<file path="config.mk">
export PLATFORM = sky130hd
export DESIGN_NAME = sbcp_ram
export DESIGN_NICKNAME = d
export VERILOG_FILES = /design/src/sv/sbcp_ram.sv
export SDC_FILE = /design/constraint.sdc
export NUM_CORES = 1
export LEC_CHECK = 0
export ABC_CLOCK_PERIOD_IN_PS = 2950
export BUFFER_PORTS_ARGS = -buffer_cell sky130_fd_sc_hd__buf_2
export CAP_MARGIN = 20
export CORE_MARGIN = 2
export CORE_UTILIZATION = 40
export CTS_BUF_LIST = sky130_fd_sc_hd__clkbuf_8
export CTS_CLUSTER_DIAMETER = 60
export DETAILED_ROUTE_END_ITERATION = 16
export PLACE_DENSITY = 0.63
export RECOVER_POWER = 25
export SYNTH_ARGS = -nofsm -noshare
export SYNTH_HDL_FRONTEND = slang
export SYNTH_SLANG_ARGS = --single-unit
</file>
<file path="constraint.sdc">
create_clock -name clk_i -period 2.95 [get_ports clk_i]
set_clock_uncertainty 0.2 [all_clocks]
set_input_delay 0.885 -clock clk_i [delete_from_list [all_inputs] [get_ports clk_i]]
set_output_delay 0.885 -clock clk_i [all_outputs]
set_load 0.1 [all_outputs]
</file>
<file path="src/sv/sbcp_ram.sv">
// ----------------------------------------------------------------------------
// sbcp_ram
// Simple dual-port RAM, one write and one registered read port.
// ----------------------------------------------------------------------------
`default_nettype none

module sbcp_ram #(
  parameter int unsigned WIDTH = 8,
  parameter int unsigned DEPTH = 16,
  localparam int unsigned AW = (DEPTH > 1) ? $clog2(DEPTH) : 1
) (
  input  wire logic             clk_i,
  input  wire logic             we_i,
  input  wire logic [AW-1:0]    waddr_i,
  input  wire logic [WIDTH-1:0] wdata_i,
  input  wire logic [AW-1:0]    raddr_i,
  output logic      [WIDTH-1:0] rdata_o
);

  logic [WIDTH-1:0] mem [DEPTH];
  logic [WIDTH-1:0] rdata_q;

  always_ff @(posedge clk_i) begin
    if (we_i) begin
      mem[waddr_i] <= wdata_i;
    end
    rdata_q <= mem[raddr_i];
  end

  assign rdata_o = rdata_q;

endmodule

`default_nettype wire

</file>
# [After elaboration in Yosys (flattened, before gate mapping)]
# Memories as Yosys holds them, arrays and structs flattened. A register that Yosys moved wholly into a read port is not among the register bits.
# Cells that the tools add are included.
[totals] register_bits=0 latchBits=0 mem_bits_rw=128 mem_bits_ro=0 inputBits=18 output_inout_bits=8 wordCells=3 n_memories=1
[classes] n_addsub=0 n_mul=0 div=0 order_cmp=0 eq_ne=0 shift=0 n_mux=2 bitwise_logic=0 reduce_logical=0
[memory_table] name="mem" depth=16 word_bits=8 rd=1 rd_ports_with_merged_regs=1 write_ports=1 line="20" source="logic [WIDTH-1:0] mem [DEPTH];"
[op_table] op="1-bit two-way mux" count=2

# [Longest topological paths before layout]
[logic_depth] depth_word=2 depth_mapped=5

# [Worst setup path after synthesis]
# Ideal clock, no wire load.
[synth_path] path_kind="input -> register" startpoint="in waddr_i[2]" endpoint="mem mem[0][0], enable pin" setup_time_ns=0.383 t_arrival_ns=1.995 t_required_ns=2.367 setup_slack_ns=0.372 cell_stages=2 cell_sequence="or3b_2 nor3_1"
[synth_lines] element="from (decl)" line="14" source="input wire logic [AW-1:0] waddr_i,"
[synth_lines] element="to (decl)" line="20"
# Straight into the memory's write port.

# [Worst setup path in the final report]
[layout_path] startpoint="reg rdata_q[7], in the netlist rdata_o[7] (read register of mem)" endpoint="out rdata_o[7]"
[layout_lines] element="from (decl)" line="21" source="logic [WIDTH-1:0] rdata_q;"
[layout_lines] element="to (decl)" line="17" source="output logic [WIDTH-1:0] rdata_o"
# No word-level cell between the ends.

==> summary.txt <==
Route
  • Drt drc: 0
  • DR pass1 iterations: 4
  • DRT antenna net count: 0
  • DR vias/cell: 5.19
  • Drt wl/cell: 20.6 µm
  • Routed via count: 2427
  • DR iter-0 viols: 207
  • Wirelength, routed: 9650 µm

Synth
  • Seq/Total Area, Yosys: 77.8%
  • Dominant synthesized flop cell: edfxtp_1
  • Yosys top cell area share: 74.7%
  • Most common cell in the netlist: edfxtp_1
  • Mean Syn Cell Area: 22.5 µm²
  • Synth top area cells: edfxtp_1, mux4_2, mux4_1, dfxtp_1, a22oi_1
  • Syn nets: 247
  • Post-Synthesis Cell Area: 5150 µm²
  • Synthesis-stage register bit count: 136
  • Largest area contributor in the netlist: edfxtp_1
  • Distinct cells, synth: 19
  • Yosys warns: 0
  • Async SR Flop Fraction: 0%
  • Mapped Cells: 229
  • Post-synth EDFFs: 128
  • Most frequent cells after synthesis: edfxtp_1, mux4_2, a22oi_1

Global routing
  • Vias in the first global route: 2582
  • Total congestion overflow: 0
  • GRT Total Usage: 15.2%
  • Initial antenna violation count: 0
  • First-pass GRT wire length: 15100 µm
  • Largest net degree at the start of global routing: 33

CTS
  • Clk root buf: clkbuf_8
  • Clock Path Buffers: 2
  • TritonCTS clock tree: yes
  • CTS Buf Count: 17
  • Htree depth: 4
  • Num Clock Sinks: 136
  • Worst skew pair latency: 430 ps
  • Post-CTS Setup Inserts: 0
  • Post-cts sizing count: 0
  • Hold-fix buffers at CTS: 0
  • CTS clk-pin slew, worst paths: 70 ps

Placement
  • Dpl cells: 436
  • GPL Wtd Cong: 0.779
  • I/O Buffers: 25
  • Detail Placement HPWL: 6180 µm

Floorplanning
  • Initial Util: 41.0%
  • Chip Height: 117 µm
  • Rows: 41
  • Chip width: 117 µm
  • Die area: 13800 µm²
  • Core Footprint: 12600 µm²
  • IO Pins: 26

STA
  • Slew headroom: 50.0%
  • Hold_ws: 475 ps
  • Fin. max-slew vios: 0
  • Final Hold Viols: 0
  • Tmin final: 2330 ps
  • Setup-failing EPs final: 0
  • Unrepaired setup endpoints after global routing: no
  • Setup_tns: 0 ps
  • Worst-margin pin slew: 747 ps
  • Fmax: 0.430 GHz
  • Tcrit/Tclk final: 78.9%

Critical path
  • Crit path capture type: primary output
  • CP peak stage delay: 450 ps
  • Reg2Reg Launch Point: mem[1][1]
  • Stages on worst setup path: 1
  • Flop2flop setup slack: 1340 ps
  • Worst path bufs/invs: 1
  • Worst EP arrival: 1240 ps
  • R2R depth: 3
  • Worst Setup SP: rdata_o[7]
  • Crit path max fanout: 1
  • CP endpoint: rdata_o[7]
  • Crit path required time: 1870 ps
  • CP max-delay cell: buf_2
  • RR Endpoint: rdata_o[1]
  • CP delay by family, top: buffers and inverters
  • Worst setup SP type: register
  • CP Cell Sequence: buf_2
  • Critical path class: reg2out

Cells and area
  • Area Overhead vs Synth: 15.8%
  • Share of cells above drive strength 1: 29.1%
  • Fin cells: 468
  • Ant. Diodes: 0
  • Nets: 301
  • Fin util: 47.4%
  • Fillers: 1034

Min path
  • Worst hold path type: reg2reg

Job
  • Max Cap Viol: 0

Power and ir drop
  • PD cells: 663 nW/µm²
  • Peak supply drop: 438 µV
  • Leakage: 1.99 nW

Run status
  • Status: completed
==> cell families (layout without fill, tap and decap cells) <==
logic type             count (synthesis)  in the layout  synth area share [%]
multiplexers                          32             32                  15.0
flip-flops                           136            136                  77.8
buffers and inverters                 10             77                  1.68
AO/OA/AOI/OAI                         16             16                  2.33
AND/OR/NAND/NOR                       35             35                  3.18
==> sequential cells by signal, indices dropped and copies added, names as in the netlist <==
name,cells
mem,128
rdata_o,8
==> cell type report <==
type / instances / area, µm² / share of cell area (%)
Tap cell: 172 / 215 / 3.61
Clock inverter: 15 / 161 / 2.71
Clock buffer: 17 / 234 / 3.92
Timing Repair Buffer: 45 / 292 / 4.89
Sequential cell: 136 / 4000 / 67.1
Multi-Input combinational cell: 83 / 1060 / 17.7
==> worst min-delay path by stage <==
stage	startpoint	end	slack [ps]	depth (start not counted)
finish	mem[7][0]	rdata_o[0]	480	3
global route	mem[10][1]	rdata_o[1]	510	3
CTS	mem[7][0]	rdata_o[0]	480	3
detailed placement	mem[11][1]	rdata_o[1]	470	3
global placement	mem[11][5]	rdata_o[5]	450	3
floorplan	mem[7][0]	rdata_o[0]	430	3
==> power breakdown <==
part / leakage, nW / switching, mW / internal (mW)
Sequential: 1.22 / 0.0121 / 2.16
Combinational: 0.566 / 0.205 / 0.0860
Clock: 0.197 / 0.670 / 0.821
==> per-stage QoR <==
stage               worst slack (ps)  cell area [µm²]  total power [mW]
floorplan                        372             5150              2.41
global placement                 347             5580              2.50
finish                           622             5960              3.95
detailed placement               362             5580              2.51
CTS                              601             5970              4.00
global route                     557             5960              4.10
==> worst min-delay path, stage by stage, from the launching register on <==
cell and delay [ps]:
edfxtp_1 320, mux4_1 210, a22oi_1 60, nand2_1 60
==> routing by layer <==
metal | share of wire [%] | vias to the layer above | track usage (%)
met5 | 0 | - | 0
met3 | 7.6 | 5 | 5.98
met1 | 45 | 1248 | 21.1
li1 | - | 1080 | -
met2 | 47 | 94 | 22.8
met4 | 0.52 | 0 | 3.39
==> cells in the final DEF (no fill, tap or decap) <==
cell type	count
edfxtp_1	128
mux4_2	18
buf_2	18
buf_4	18
clkbuf_8	17
a22oi_1	16
mux4_1	14
nor2_1	13
nand2_1	9
dfxtp_1	8
clkbuf_1	7
nor3_1	4
clkinv_2	4
clkinvlp_4	3
bufinv_16	3
nand3b_1	2
nand2b_1	2
clkinv_1	2
clkinv_4	2
buf_12	2
nor2b_1	1
and2_1	1
and2b_1	1
nand3_1	1
or3b_2	1
inv_1	1
Note: power is estimated with default switching activity, not from simulation.
